<file path="config.mk">
export PLATFORM = sky130hd
export DESIGN_NAME = drive_profile_state_master
export DESIGN_NICKNAME = d
export VERILOG_FILES = /design/src/rtl/dpsm_pkg.sv /design/src/rtl/dpsm_apb_regs.sv /design/src/rtl/dpsm_decode.sv /design/src/rtl/dpsm_core.sv /design/src/rtl/drive_profile_state_master.sv
export SDC_FILE = /design/constraint.sdc
export NUM_CORES = 1
export LEC_CHECK = 0
export BUFFER_PORTS_ARGS = -buffer_cell sky130_fd_sc_hd__buf_2
export CAP_MARGIN = 15
export CORE_ASPECT_RATIO = 0.9
export CORE_UTILIZATION = 35
export DETAILED_ROUTE_END_ITERATION = 10
export GPL_TIMING_DRIVEN = 0
export SYNTH_ARGS = -nofsm -noshare
export SYNTH_HDL_FRONTEND = slang
export SYNTH_SLANG_ARGS = --single-unit
</file>
<file path="constraint.sdc">
create_clock -name clk -period 3.5 [get_ports clk]
set_input_delay 0.175 -clock clk [delete_from_list [all_inputs] [get_ports clk]]
set_output_delay 0.175 -clock clk [all_outputs]
set_load 0.05 [all_outputs]
</file>
<file path="src/rtl/dpsm_pkg.sv">
// Shared types, codes and constants of the drive profile state master.
`default_nettype none

package dpsm_pkg;

	localparam int unsigned RETRY_ATTEMPTS_DEF = 10;
	localparam int unsigned RETRY_W = 4;
	localparam int unsigned WORD_W = 16;
	localparam int unsigned ADDR_W = 4;
	localparam int unsigned DATA_W = 32;

	typedef logic [2:0]         drv_state_t;
	typedef logic [1:0]         cmd_t;
	typedef logic [RETRY_W-1:0] retry_t;
	typedef logic [WORD_W-1:0]  word_t;

	// Drive state codes.
	localparam drv_state_t ST_NOT_READY        = 3'd0;
	localparam drv_state_t ST_SWITCH_ON_DIS    = 3'd1;
	localparam drv_state_t ST_READY            = 3'd2;
	localparam drv_state_t ST_SWITCHED_ON      = 3'd3;
	localparam drv_state_t ST_OP_ENABLED       = 3'd4;
	localparam drv_state_t ST_QUICK_STOP       = 3'd5;
	localparam drv_state_t ST_FAULT_REACTION   = 3'd6;
	localparam drv_state_t ST_FAULT            = 3'd7;

	// Item commands.
	localparam cmd_t CMD_STATUS   = 2'd0;
	localparam cmd_t CMD_REQUEST  = 2'd1;
	localparam cmd_t CMD_READBACK = 2'd2;
	localparam cmd_t CMD_HALT     = 2'd3;

	// Register indexes on the configuration port.
	localparam logic [1:0] REG_RUNNING   = 2'd0;
	localparam logic [1:0] REG_MODE_BITS = 2'd1;
	localparam logic [1:0] REG_QS_OPTION = 2'd2;

	// Control word fields.
	localparam word_t LOW_MASK    = 16'h008F;
	localparam word_t MODE_MASK   = 16'h0270;
	localparam word_t HALT_BIT    = 16'h0100;
	localparam word_t FAULT_RESET = 16'h0080;

	// Low control bits for each transition.
	localparam word_t CW_DISABLE_VOLTAGE = 16'h0000;
	localparam word_t CW_QUICK_STOP      = 16'h0002;
	localparam word_t CW_SHUTDOWN        = 16'h0006;
	localparam word_t CW_SWITCH_ON       = 16'h0007;
	localparam word_t CW_ENABLE_OP       = 16'h000F;

	// Status word decode masks and patterns.
	localparam word_t SW_MASK_A      = 16'h004F;
	localparam word_t SW_MASK_B      = 16'h006F;
	localparam word_t SW_NOT_READY   = 16'h0000;
	localparam word_t SW_SO_DISABLED = 16'h0040;
	localparam word_t SW_READY       = 16'h0021;
	localparam word_t SW_SWITCHED_ON = 16'h0023;
	localparam word_t SW_OP_ENABLED  = 16'h0027;
	localparam word_t SW_QUICK_STOP  = 16'h0007;
	localparam word_t SW_FAULT_REACT = 16'h000F;
	localparam word_t SW_FAULT       = 16'h0008;

	typedef struct packed {
		logic  running;
		word_t mode_bits;
		logic signed [WORD_W-1:0] qs_option;
	} cfg_t;

	typedef struct packed {
		drv_state_t cur;
		drv_state_t tgt;
		logic       pending;
		retry_t     retries;
		word_t      ctrl;
	} state_t;

	typedef struct packed {
		cmd_t       command;
		word_t      status_word;
		drv_state_t requested_state;
		word_t      readback_word;
		logic       node_started;
	} item_t;

	typedef struct packed {
		logic       write_valid;
		word_t      control_word;
		drv_state_t drive_state;
		logic       state_changed;
		logic       halt_changed;
		logic       halt_active;
	} result_t;

endpackage

`default_nettype wire

</file>
<file path="src/rtl/dpsm_apb_regs.sv">
// APB-style configuration registers of the drive profile state master.
`default_nettype none

module dpsm_apb_regs
	import dpsm_pkg::*;
(
	input  wire logic              clk,
	input  wire logic              arst_n,
	input  wire logic              psel,
	input  wire logic              penable,
	input  wire logic              pwrite,
	input  wire logic [ADDR_W-1:0] paddr,
	input  wire logic [DATA_W-1:0] pwdata,
	output logic      [DATA_W-1:0] prdata,
	output logic                   pready,
	output cfg_t                   cfg
);

	cfg_t       cfg_q;
	logic       wr_en;
	logic [1:0] reg_idx;

	assign pready  = 1'b1;
	assign reg_idx = paddr[3:2];
	assign wr_en   = psel && penable && pwrite;
	assign cfg     = cfg_q;

	always_ff @(posedge clk or negedge arst_n) begin
		if (!arst_n) begin
			cfg_q <= '0;
		end else if (wr_en) begin
			unique case (reg_idx)
				REG_RUNNING:   cfg_q.running   <= pwdata[0];
				REG_MODE_BITS: cfg_q.mode_bits <= pwdata[WORD_W-1:0];
				REG_QS_OPTION: cfg_q.qs_option <= pwdata[WORD_W-1:0];
				default: ;
			endcase
		end
	end

	always_comb begin
		prdata = '0;
		unique case (reg_idx)
			REG_RUNNING:   prdata[0]          = cfg_q.running;
			REG_MODE_BITS: prdata[WORD_W-1:0] = cfg_q.mode_bits;
			REG_QS_OPTION: prdata[WORD_W-1:0] = cfg_q.qs_option;
			default: ;
		endcase
	end

endmodule

`default_nettype wire

</file>
<file path="src/rtl/dpsm_decode.sv">
// Status word to drive state decoder.
`default_nettype none

module dpsm_decode
	import dpsm_pkg::*;
(
	input  wire word_t      status_word,
	output drv_state_t      state
);

	word_t m1;
	word_t m2;

	assign m1 = status_word & SW_MASK_A;
	assign m2 = status_word & SW_MASK_B;

	// Patterns are tried in order; anything unmatched reads as not ready.
	always_comb begin
		priority if (m1 == SW_NOT_READY)   state = ST_NOT_READY;
		else if (m1 == SW_SO_DISABLED)     state = ST_SWITCH_ON_DIS;
		else if (m2 == SW_READY)           state = ST_READY;
		else if (m2 == SW_SWITCHED_ON)     state = ST_SWITCHED_ON;
		else if (m2 == SW_OP_ENABLED)      state = ST_OP_ENABLED;
		else if (m2 == SW_QUICK_STOP)      state = ST_QUICK_STOP;
		else if (m1 == SW_FAULT_REACT)     state = ST_FAULT_REACTION;
		else if (m1 == SW_FAULT)           state = ST_FAULT;
		else                               state = ST_NOT_READY;
	end

endmodule

`default_nettype wire

</file>
<file path="src/rtl/dpsm_core.sv">
// Next-state and result logic for one item of the drive profile state master.
`default_nettype none

module dpsm_core
	import dpsm_pkg::*;
#(
	parameter int unsigned RETRY_ATTEMPTS = RETRY_ATTEMPTS_DEF
) (
	input  wire cfg_t   cfg,
	input  wire state_t st,
	input  wire item_t  item,
	output state_t      st_next,
	output result_t     res
);

	typedef struct packed {
		word_t cw;
		logic  tgt_one;
	} step_t;

	localparam retry_t RETRY_RELOAD = retry_t'(RETRY_ATTEMPTS);

	function automatic word_t set_low(input word_t cw, input word_t bits);
		return (cw & ~LOW_MASK) | bits;
	endfunction

	function automatic step_t step_toward(input drv_state_t cur, input drv_state_t goal,
			input word_t cw_in, input cfg_t c);
		step_t r;
		word_t cw;
		cw = cw_in;
		r.tgt_one = 1'b0;
		if (cur != ST_NOT_READY)
			cw = (cw & ~MODE_MASK) | (c.mode_bits & MODE_MASK);
		unique case (cur)
			ST_NOT_READY, ST_SWITCH_ON_DIS: begin
				if (goal == ST_READY || goal == ST_OP_ENABLED) cw = set_low(cw, CW_SHUTDOWN);
			end
			ST_READY: begin
				if (goal == ST_SWITCH_ON_DIS) cw = set_low(cw, CW_DISABLE_VOLTAGE);
				else if (goal == ST_SWITCHED_ON || goal == ST_OP_ENABLED)
					cw = set_low(cw, CW_SWITCH_ON);
			end
			ST_SWITCHED_ON: begin
				if (goal == ST_OP_ENABLED) cw = set_low(cw, CW_ENABLE_OP);
				else if (goal == ST_READY) cw = set_low(cw, CW_SHUTDOWN);
				else if (goal == ST_SWITCH_ON_DIS) cw = set_low(cw, CW_DISABLE_VOLTAGE);
			end
			ST_OP_ENABLED: begin
				if (goal == ST_SWITCH_ON_DIS) cw = set_low(cw, CW_DISABLE_VOLTAGE);
				else if (goal == ST_READY) cw = set_low(cw, CW_SHUTDOWN);
				else if (goal == ST_SWITCHED_ON) cw = set_low(cw, CW_SWITCH_ON);
				else if (goal == ST_QUICK_STOP) begin
					cw = set_low(cw, CW_QUICK_STOP);
					// Quick stop options 1 and 2 end in switch-on-disabled.
					r.tgt_one = (c.qs_option == 16'sd1) || (c.qs_option == 16'sd2);
				end
			end
			ST_QUICK_STOP: begin
				if (goal == ST_SWITCH_ON_DIS || goal == ST_OP_ENABLED)
					cw = set_low(cw, CW_DISABLE_VOLTAGE);
			end
			ST_FAULT: begin
				if (goal != ST_NOT_READY) cw = set_low(cw, FAULT_RESET);
			end
			default: ;
		endcase
		r.cw = cw & ~HALT_BIT;
		return r;
	endfunction

	drv_state_t dec_state;
	logic       fault_clr;
	word_t      ctrl_fc;
	logic       run_ok;
	step_t      stp_status;
	step_t      stp_req;
	logic       wr;
	word_t      word;

	dpsm_decode u_decode (
		.status_word (item.status_word),
		.state       (dec_state)
	);

	assign run_ok    = cfg.running && item.node_started;
	assign fault_clr = (dec_state == ST_SWITCH_ON_DIS) && ((st.ctrl & LOW_MASK) == FAULT_RESET);
	assign ctrl_fc   = fault_clr ? (st.ctrl & ~FAULT_RESET) : st.ctrl;

	assign stp_status = step_toward(dec_state, st.tgt, ctrl_fc, cfg);
	assign stp_req    = step_toward(st.cur, item.requested_state, st.ctrl, cfg);

	always_comb begin
		st_next           = st;
		wr                = 1'b0;
		word              = '0;
		res.state_changed = 1'b0;
		res.halt_changed  = 1'b0;
		unique case (item.command)
			CMD_STATUS: begin
				st_next.cur       = dec_state;
				res.state_changed = (dec_state != st.cur);
				if (fault_clr) begin
					st_next.ctrl = ctrl_fc;
					wr           = 1'b1;
					word         = ctrl_fc;
				end
				if (st.pending && st.tgt != dec_state) begin
					// A retry on the same word overrides the fault reset clear.
					if (run_ok) begin
						st_next.ctrl = stp_status.cw;
						wr           = 1'b1;
						word         = stp_status.cw;
						if (stp_status.tgt_one) st_next.tgt = ST_SWITCH_ON_DIS;
					end
					if (st.retries <= retry_t'(1)) begin
						st_next.pending = 1'b0;
						st_next.tgt     = dec_state;
						st_next.retries = RETRY_RELOAD;
					end else begin
						st_next.retries = st.retries - retry_t'(1);
					end
				end else begin
					st_next.pending = 1'b0;
					st_next.tgt     = dec_state;
					st_next.retries = RETRY_RELOAD;
				end
			end
			CMD_REQUEST: begin
				if (run_ok) begin
					st_next.pending = 1'b1;
					st_next.tgt     = stp_req.tgt_one ? ST_SWITCH_ON_DIS : item.requested_state;
					st_next.ctrl    = stp_req.cw;
					wr              = 1'b1;
					word            = stp_req.cw;
				end
			end
			CMD_READBACK: begin
				res.halt_changed = |((st.ctrl ^ item.readback_word) & HALT_BIT);
				st_next.ctrl     = item.readback_word;
			end
			CMD_HALT: begin
				if (cfg.running && st.cur == ST_OP_ENABLED) begin
					wr   = 1'b1;
					word = st.ctrl ^ HALT_BIT;
				end
			end
			default: ;
		endcase
		res.write_valid  = wr;
		res.control_word = word;
		res.drive_state  = st_next.cur;
		res.halt_active  = st_next.ctrl[8];
	end

endmodule

`default_nettype wire

</file>
<file path="src/rtl/drive_profile_state_master.sv">
// Drive profile state master: input register, item logic, result register.
// Items are taken into the input register, results into the result register.
// One item per cycle when not stalled; the state update is one pass of dpsm_core.
// The input register takes one item while a result waits under stall.
// Reset clears the configuration, the drive state, the pending request, the stored
// control word, and reloads the retry counter; no clearing pass is needed.
`default_nettype none

module drive_profile_state_master
	import dpsm_pkg::*;
#(
	parameter int unsigned RETRY_ATTEMPTS = RETRY_ATTEMPTS_DEF
) (
	input  wire logic              clk,
	input  wire logic              arst_n,
	input  wire logic              psel,
	input  wire logic              penable,
	input  wire logic              pwrite,
	input  wire logic [ADDR_W-1:0] paddr,
	input  wire logic [DATA_W-1:0] pwdata,
	output logic      [DATA_W-1:0] prdata,
	output logic                   pready,
	input  wire logic              in_valid,
	output logic                   in_stall,
	input  wire logic [1:0]        command,
	input  wire logic [15:0]       status_word,
	input  wire logic [2:0]        requested_state,
	input  wire logic [15:0]       readback_word,
	input  wire logic              node_started,
	output logic                   out_valid,
	input  wire logic              out_stall,
	output logic                   write_valid,
	output logic [15:0]            control_word,
	output logic [2:0]             drive_state,
	output logic                   state_changed,
	output logic                   halt_changed,
	output logic                   halt_active
);

	cfg_t    cfg;
	state_t  state_q;
	state_t  state_next;
	item_t   item_s1;
	logic    valid_s1;
	result_t res;
	result_t res_q;
	logic    out_valid_q;
	logic    advance;
	logic    in_take;

	dpsm_apb_regs u_regs (
		.clk     (clk),
		.arst_n  (arst_n),
		.psel    (psel),
		.penable (penable),
		.pwrite  (pwrite),
		.paddr   (paddr),
		.pwdata  (pwdata),
		.prdata  (prdata),
		.pready  (pready),
		.cfg     (cfg)
	);

	dpsm_core #(
		.RETRY_ATTEMPTS (RETRY_ATTEMPTS)
	) u_core (
		.cfg     (cfg),
		.st      (state_q),
		.item    (item_s1),
		.st_next (state_next),
		.res     (res)
	);

	assign advance  = valid_s1 && (!out_valid_q || !out_stall);
	assign in_stall = valid_s1 && !advance;
	assign in_take  = in_valid && !in_stall;

	always_ff @(posedge clk or negedge arst_n) begin
		if (!arst_n) begin
			valid_s1 <= 1'b0;
		end else if (in_take) begin
			valid_s1 <= 1'b1;
		end else if (advance) begin
			valid_s1 <= 1'b0;
		end
	end

	always_ff @(posedge clk) begin
		if (in_take) begin
			item_s1.command         <= command;
			item_s1.status_word     <= status_word;
			item_s1.requested_state <= requested_state;
			item_s1.readback_word   <= readback_word;
			item_s1.node_started    <= node_started;
		end
	end

	always_ff @(posedge clk or negedge arst_n) begin
		if (!arst_n) begin
			state_q.cur     <= ST_NOT_READY;
			state_q.tgt     <= ST_NOT_READY;
			state_q.pending <= 1'b0;
			state_q.retries <= retry_t'(RETRY_ATTEMPTS);
			state_q.ctrl    <= '0;
			out_valid_q     <= 1'b0;
		end else begin
			if (advance) begin
				state_q     <= state_next;
				out_valid_q <= 1'b1;
			end else if (!out_stall) begin
				out_valid_q <= 1'b0;
			end
		end
	end

	always_ff @(posedge clk) begin
		if (advance) res_q <= res;
	end

	assign out_valid     = out_valid_q;
	assign write_valid   = res_q.write_valid;
	assign control_word  = res_q.control_word;
	assign drive_state   = res_q.drive_state;
	assign state_changed = res_q.state_changed;
	assign halt_changed  = res_q.halt_changed;
	assign halt_active   = res_q.halt_active;

endmodule

`default_nettype wire
</file>
## After elaboration in Yosys (flattened, before gate mapping)

Cells that the tools add are included.

| storage, ports and cells | value |
|---|---|
| flip-flop bits (word level) | 114 |
| input port bits | 81 |
| output and inout bits | 58 |
| word-level logic and storage cells | 193 |

| operators by class | value |
|---|---|
| add/sub/neg operators | 1 |
| magnitude comparators | 1 |
| eq/ne operators | 44 |
| muxes and demuxes | 79 |
| bitwise logic cells | 4 |
| reductions and logical operators | 42 |

Operators by type and width:

| kind | count |
|---|---|
| 8-bit 2-to-1 mux | 27 |
| 16-bit 2-to-1 mux | 10 |
| 16-bit case mux with 3 select lines | 2 |
| 8-bit case mux with 6 select lines | 2 |
| 3-bit 2-to-1 mux | 12 |
| 16-bit by 10-bit OR with 16-bit output | 2 |
| 3-bit == test, second input constant | 10 |
| 15-bit case mux with 2 select lines | 1 |
| 3-bit by 2-bit == test with 1-bit output, second input constant | 8 |
| 1-bit 2-to-1 mux | 19 |
| 6-bit by 5-bit == test with 1-bit output, second input constant | 3 |
| 16-bit by 2-bit == test with 1-bit output, second input constant | 1 |
| 16-bit by 3-bit == test with 1-bit output, second input constant | 1 |
| 16-bit zero test | 1 |
| 3-bit nonzero test | 5 |
| 3-bit by 1-bit == test with 1-bit output, second input constant | 4 |
| 4-bit 2-to-1 mux | 3 |
| 5-bit by 4-bit == test with 1-bit output, second input constant | 2 |
| 5-bit == test, second input constant | 2 |
| 1-bit logical AND | 9 |
| 9-bit XOR | 1 |
| 1-bit logical OR | 8 |
| 4-bit by 3-bit inequality test with 1-bit output, second input constant | 2 |
| 4-bit case mux with 2 select lines | 1 |
| other kinds (19) | 35 |

## Logic depth before layout (Yosys ltp)

Gate-level depths: netlist of the first run.

| depth | value |
|---|---|
| depth after elaboration | 22 |
| gate-level depth with buffers | 10 |
| mapped depth without buffers | 7 |

## By module

From an unflattened synthesis of the first run, not the netlist that was laid out.

| second synthesis, totals | value |
|---|---|
| cells, all modules | 658 |
| area total of the unflattened synthesis | 7308.3 um^2 |

By module, submodules not included:

| module | instances | cells each | area each (um^2) | sequential area each (um^2) |
|---|---|---|---|---|
| drive_profile_state_master | 1 | 126 | 3027.9 | 2560.0 |
| dpsm_core | 1 | 386 | 2444.8 | 0.0 |
| dpsm_apb_regs | 1 | 133 | 1749.2 | 825.8 |
| dpsm_decode | 1 | 13 | 86.3 | 0.0 |

## Worst setup path before layout of the first run

Ideal clock, no wire load.

| path | value |
|---|---|
| kind | reg-to-reg |
| start | reg, netlist name item_s1[22] |
| end | reg res_q, in the netlist control_word[10] (data pin) |
| library setup time | 263 ps |
| arrival | 2368 ps |
| data required time | 3237 ps |
| path slack | 868 ps |
| stages on the path, launching flop included | 10 |
| path buffers | 2 |
| clock period less this slack | 2632 ps |
| cells stage by stage | edfxtp_1 -> buf_6 -> or4b_1 -> buf_4 -> a21oi_4 -> o32ai_1 -> or3_4 -> o21a_4 -> nor3_4 -> nor2b_1 |

RTL lines:

| what | RTL line | text |
|---|---|---|
| to (signal assigned) | drive_profile_state_master.sv:117 | `if (advance) res_q <= res;` |
| to (decl) | drive_profile_state_master.sv:46 | `result_t res_q;` |

==> out/qor.csv, run 1 <==
metric,value,unit
# resized after CTS,0,
vias in the first global route,5567,
Netlist Area Pre-Place,0.006545,mm²
Core Box Area,0.01835,mm²
main area contributors after synthesis,"edfxtp_1 (23%), dfrtp_1 (23%), mux2_2 (7.4%)",
Clock Pin Slew Worst Setup and Hold Paths,60,ps
Initial Util,35.67,%
Crit path required time,3680,ps
DR iter-0 viols,431,
Final Slew Violations,0,
maximum root-to-sink buffer count,2,
Slew @ Worst Pin,833.6,ps
chip height,131.7,µm
antenna diode count,0,
Final #Nets,894,
Synth top area share,23.40,%
CP arrival,3260,ps
reg2reg end,control_word[1]$_DFFE_PP_,
"FFs w/ async S/R, synth",54.87,%
Worst Reg2Reg Path Length in Cells,9,
Via density,5.280,
max-cap viol count,0,
synth unique cells,85,
Mean Syn Cell Area,10.27,µm²
Power Total,4.592,mW
TritonCTS buffer count,17,
die span in x,146.1,µm
Hold Buf Count CTS,43,
Hold Path Class,in2reg,
grt ovf,0,
RSZ-0062 raised after global routing,no,
worst-path maximum fanout,10,
skew final,11.63,ps
# IOs,139,
fmax,324.3,MHz
min Tclk post-route,3084,ps
share of layout cells above drive strength 1,25.85,%
Worst-Skew Late Latency,420,ps
hpwl dp,12560,µm
Via Count,5623,
global-route wire length before repair,28830,µm
DR pass1 iterations,5,
crit share post-route,88.12,%
row count,47,
R2R setup slack,420,ps
Layout area overhead,27.24,%
Hold Path Origin,pwdata[8],
worst-path cell chain,clkbuf_1 > nand3_1 > a21oi_4 > o32ai_1 > o31ai_2 > buf_4 > nor2_2 > a22oi_2 > a21bo_1,
port bufs,93,
Syn Inst Count,637,
Setup TNS,0,ps
"antenna viol nets, final",0,
#FFs+latches synth,113,
Post-Route WL,17690,µm
DR WL/cell,16.61,µm
cell taking the most area after synthesis,edfxtp_1,
initial antenna violation count,0,
"Largest stage delay, worst path",460,ps
clock sinks,113,
R2R Path Start,item_s1[21]$_DFFE_PP_,
most frequent cell after synthesis,dfrtp_1,
die area,0.01925,mm²
Fin. Hold Viols,0,
Post-synth EDFFs,51,
Setup-failing EPs final,0,
post-synthesis sequential area ratio,47.14,%
max_slew headroom,44.00,%
GRT Util Overall,18.91,%
routability cong.,0.9163,
post-route cell area,0.008328,mm²
yosys warns,0,
Worst Hold End,u_regs.cfg[8]$_DFFE_PN0P_,
H-tree Lvls,4,
Crit. End Element,flip-flop,
leakage power,3.481,nW
Root Driver,clkbuf_16,
PD cells,551.4,mW/mm²
CTS tree,built,
Max VDD drop,0.3098,mV
largest net degree at the start of global routing,63,
Most used DFF post-synth,dfrtp_1,
Startpoint Class,flip-flop,
most instantiated cells after synthesis,"dfrtp_1 (60), edfxtp_1 (51), nand2_1 (46)",
Slowest cell on crit path,o31ai_2,
status,"complete, no violations",
Hold Crit Depth,2,
"Cell Area, Placed",0.007378,mm²
Post-CTS Setup Repair Bufs,0,
Crit Path Class,reg2reg,
Residual DRC,0,
sequential cells by signal, summed over array words and instances (netlist names):
register       flops
drive_state        3
halt_changed       1
control_word      16
state_changed      1
write_valid        1
valid_s1           1
halt_active        1
item_s1           28
u_regs.cfg        33
out_valid          1
state_q           27
metrics by stage:
stage / setup slack [ps] / util [%] / hold WS (ps) / std cells
after floorplan: 868.4 / - / -120.6 / 652
after global placement: 272.2 / 40.19 / 353.1 / 990
after detailed placement: 442.1 / 40.21 / 332.4 / 990
after CTS: 435.4 / 45.39 / 0.5659 / 1065
after global routing: 186.9 / 45.39 / 2.514 / 1065
final: 416.0 / 45.39 / 17.11 / 1065
cells by family (layout without fill, tap and decap cells):
logic type | after synthesis | after routing | synth area share (%)
AO/OA/AOI/OAI | 186 | 186 | 20.02
buffers and inverters | 74 | 242 | 5.486
multiplexers | 54 | 54 | 9.080
XOR/XNOR | 9 | 9 | 1.204
AND/OR/NAND/NOR | 193 | 193 | 15.81
adder cells (fa/ha/maj) | 6 | 6 | 1.147
other | 2 | 17 | 0.1147
flip-flops | 113 | 113 | 47.14
worst max-delay path by stage:
stage / from / to / slack (ps) / cells after the start
global route: item_s1[21]$_DFFE_PP_ / control_word[1]$_DFFE_PP_ / 190 / 9
floorplan: item_s1[22]$_DFFE_PP_ / control_word[10]$_DFFE_PP_ / 870 / 9
finish: item_s1[21]$_DFFE_PP_ / control_word[1]$_DFFE_PP_ / 420 / 9
detailed placement: item_s1[21]$_DFFE_PP_ / control_word[1]$_DFFE_PP_ / 440 / 9
global placement: out_valid$_DFFE_PN0P_ / state_q[14]$_DFFE_PN0P_ / 270 / 6
CTS: item_s1[21]$_DFFE_PP_ / control_word[1]$_DFFE_PP_ / 440 / 9
cell usage in the layout, fill, tap and decap left out, types with 29 or more instances in the layout:
cell           count
a21oi_1           29
nand2_1           46
nor2_1            33
edfxtp_1          51
dlygate4sd3_1     43
o21ai_0           38
clkbuf_1          34
mux2_2            43
buf_2             94
dfrtp_1           60
nor2b_1           33
worst max-delay path: cells and delay by family, from the launching register on:
| kind | cells | cell delay [ps] |
|---|---|---|
| DFF | 1 | 380 |
| AOI/OAI and AO/OA | 5 | 1390 |
| and+or+nand+nor | 2 | 450 |
| buffers and inverters | 2 | 610 |
metal layers:
metal  GRT usage, %  share of wire [%]  wire (µm)  up-vias
met5              0                  0          0        -
met4          5.093                1.5        262        0
met3          5.225                7.2       1268       23
met2          29.66                 45       8030      225
met1          25.65                 46       8127     2685
li1               -                  -          -     2690
report_power, final:
group | internal, mW | switching, mW | total, mW
combinational | 0.487 | 0.799 | 1.29
clock | 0.899 | 0.641 | 1.54
sequential | 1.62 | 0.151 | 1.77
cell type report:
class | instances | area, µm²
inverter | 15 | 56.30
clock buffer | 18 | 429.2
multi-input combinational | 465 | 3158
buffer | 59 | 304.0
sequential | 113 | 3085
fill | 1762 | 10020
tap | 245 | 306.5
timing repair buffer | 136 | 898.4
clock inverter | 14 | 90.09
No activity file was read; power rests on OpenSTA's default activity.
==> run 2: changes to the inputs <==
--- a/config.mk
+++ b/config.mk
@@ -11,6 +11,7 @@
 export CORE_UTILIZATION = 35
 export DETAILED_ROUTE_END_ITERATION = 10
 export GPL_TIMING_DRIVEN = 0
+export PLACE_DENSITY_LB_ADDON = 0.25
 export SYNTH_ARGS = -nofsm -noshare
 export SYNTH_HDL_FRONTEND = slang
 export SYNTH_SLANG_ARGS = --single-unit
==> run 2 against run 1 <==
  * Global-route usage down 0.27 points
  * Register-to-register slack got worse by 50 ps
  * Core utilization is 0.49 points higher
  * Power rose by 3.9%
  * Sequential share of layout area is 0.40 points lower
  * Die area is the same
  * Combinational power is essentially flat
  * Critical endpoint unchanged
  * Largest cell class unchanged
  * Highest routed layer unchanged
==> out/qor.csv, run 2 (synthesis gave the netlist of run 1 again) <==
metric,value,unit,change
Worst Hold End,u_regs.cfg[24]$_DFFE_PN0P_,,
port bufs,93,,unchanged
Fin. Hold Viols,0,,unchanged
max_slew headroom,38.62,%,-5.4 points
Crit path required time,3670,ps,about the same
Via density,5.269,,-0.20%
Startpoint Class,flip-flop,,
crit share post-route,89.52,%,+1.4 points
die area,0.01925,mm²,unchanged
status,"complete, no violations",,
Non-Filler Instances,1066,,+0.094%
PD cells,567.0,mW/mm²,+2.8%
vias in the first global route,5268,,-5.4%
worst-path maximum fanout,10,,unchanged
GRT Util Overall,18.64,%,-0.27 points
Power Total,4.773,mW,+3.9%
worst-path cell chain,clkbuf_1 > nand3_1 > a21oi_4 > o32ai_1 > o31ai_2 > buf_4 > nor2_2 > a22oi_2 > a21bo_1,,
Hold Crit Depth,2,,unchanged
hpwl dp,12350,µm,-1.7%
R2R setup slack,370,ps,-50 ps
Crit Path Class,reg2reg,,
Worst-Skew Late Latency,420,ps,about the same
Max VDD drop,0.3156,mV,+1.9%
CTS tree,built,,
die span in x,146.1,µm,unchanged
fmax,319.2,MHz,-1.6%
Setup-failing EPs final,0,,unchanged
RSZ-0062 raised after global routing,no,,
Layout area overhead,28.62,%,
post-route cell area,0.008418,mm²,+1.1%
reg2reg end,control_word[1]$_DFFE_PP_,,
maximum root-to-sink buffer count,2,,unchanged
max-cap viol count,0,,unchanged
CP arrival,3300,ps,+40 ps
largest net degree at the start of global routing,63,,unchanged
antenna diode count,0,,unchanged
Crit. End Element,flip-flop,,
"antenna viol nets, final",0,,unchanged
TritonCTS buffer count,17,,unchanged
Hold Path Class,in2reg,,
Via Count,5617,,-0.11%
Worst Reg2Reg Path Length in Cells,9,,unchanged
skew final,6.663,ps,-4.969 ps
routability cong.,0.9274,,+1.2%
clock sinks,113,,unchanged
Clock Pin Slew Worst Setup and Hold Paths,50,ps,about the same
leakage power,3.525,nW,+1.3%
Hold Buf Count CTS,44,,+2.3%
Core Box Area,0.01835,mm²,unchanged
"Largest stage delay, worst path",460,ps,about the same
# IOs,139,,unchanged
"Cell Area, Placed",0.007378,mm²,unchanged
share of layout cells above drive strength 1,25.58,%,-0.28 points
DR WL/cell,16.60,µm,about the same
Post-Route WL,17690,µm,about the same
initial antenna violation count,0,,unchanged
Placed Instances,990,,unchanged
worst slack at placement,431.8,ps,-10.22 ps
H-tree Lvls,4,,unchanged
Final #Nets,895,,+0.11%
global-route wire length before repair,27950,µm,-3.1%
DR pass1 iterations,5,,unchanged
number of flip-flops in the largest register,33,,unchanged
# resized after CTS,0,,unchanged
Slowest cell on crit path,o31ai_2,,
"commonest cells after routing, fill and taps aside","buf_2 (94), dfrtp_1 (60), edfxtp_1 (51)",,
Setup TNS,0,ps,unchanged
Final Slew Violations,0,,unchanged
Post-CTS Setup Repair Bufs,0,,unchanged
DR iter-0 viols,469,,+8.8%
R2R Path Start,item_s1[21]$_DFFE_PP_,,
final worst slack,366.8,ps,-49.20 ps
Slew @ Worst Pin,913.6,ps,+80.05 ps
Hold Path Origin,pwdata[8],,
row count,47,,unchanged
"most common cell after layout, fill and taps aside",buf_2,,
Root Driver,clkbuf_16,,
grt ovf,0,,unchanged
min Tclk post-route,3133,ps,+49.20 ps
Residual DRC,0,,unchanged
chip height,131.7,µm,unchanged
Initial Util,35.67,%,unchanged
-- run 2: cell type report --
cell class	instances	area [µm²]
plain buffers	59	304.0
clock buffers	26	564.3
clock inverters	6	35.03
fillers	1759	9930
inverters	15	56.30
multi-input cells	465	3158
flip-flops and latches	113	3085
well taps	245	306.5
repair buffers	137	908.4
-- run 2: metal layers --
| layer | track usage, % | routed length [µm] | up-vias | share of wire (%) |
|---|---|---|---|---|
| li1 | - | - | 2699 | - |
| met1 | 25.68 | 8452 | 2712 | 48 |
| met2 | 28.78 | 7982 | 188 | 45 |
| met3 | 4.671 | 1032 | 18 | 5.8 |
| met4 | 5.845 | 223 | 0 | 1.3 |
| met5 | 0 | 0 | - | 0 |
-- run 2: worst max-delay path, delay by kind of cell (launching register included) --
family	cells	cell delay, ps
simple gates	2	430
compound gates	5	1420
buf+inv	2	640
flops	1	390
-- run 2: how the worst max path moves through the flow --
stage                                 endpoint  cells after the start                   from  slack, ps
floorplan           control_word[10]$_DFFE_PP_                      9  item_s1[22]$_DFFE_PP_        870
global placement       state_q[13]$_DFFE_PN0P_                      6  out_valid$_DFFE_PN0P_        420
detailed placement   control_word[1]$_DFFE_PP_                      9  item_s1[21]$_DFFE_PP_        430
CTS                  control_word[1]$_DFFE_PP_                      9  item_s1[21]$_DFFE_PP_        410
global route         control_word[1]$_DFFE_PP_                      9  item_s1[21]$_DFFE_PP_        220
finish               control_word[1]$_DFFE_PP_                      9  item_s1[21]$_DFFE_PP_        370
-- run 2: metrics by stage --
step | hold WS, ps | util, %
floorplan | -120.6 | -
finish | 19.26 | 45.88
global placement | 352.7 | 40.19
CTS | 1.888 | 45.88
global route | 5.479 | 45.88
detailed placement | 324.5 | 40.21
-- run 2: power breakdown --
part           leakage [nW]  internal [mW]  total [mW]  switching (mW)
Combinational          1.97          0.488        1.29           0.804
Sequential             1.26           1.62        1.77           0.151
Clock                 0.301           1.11        1.71           0.605
Total                  3.53           3.21        4.77            1.56
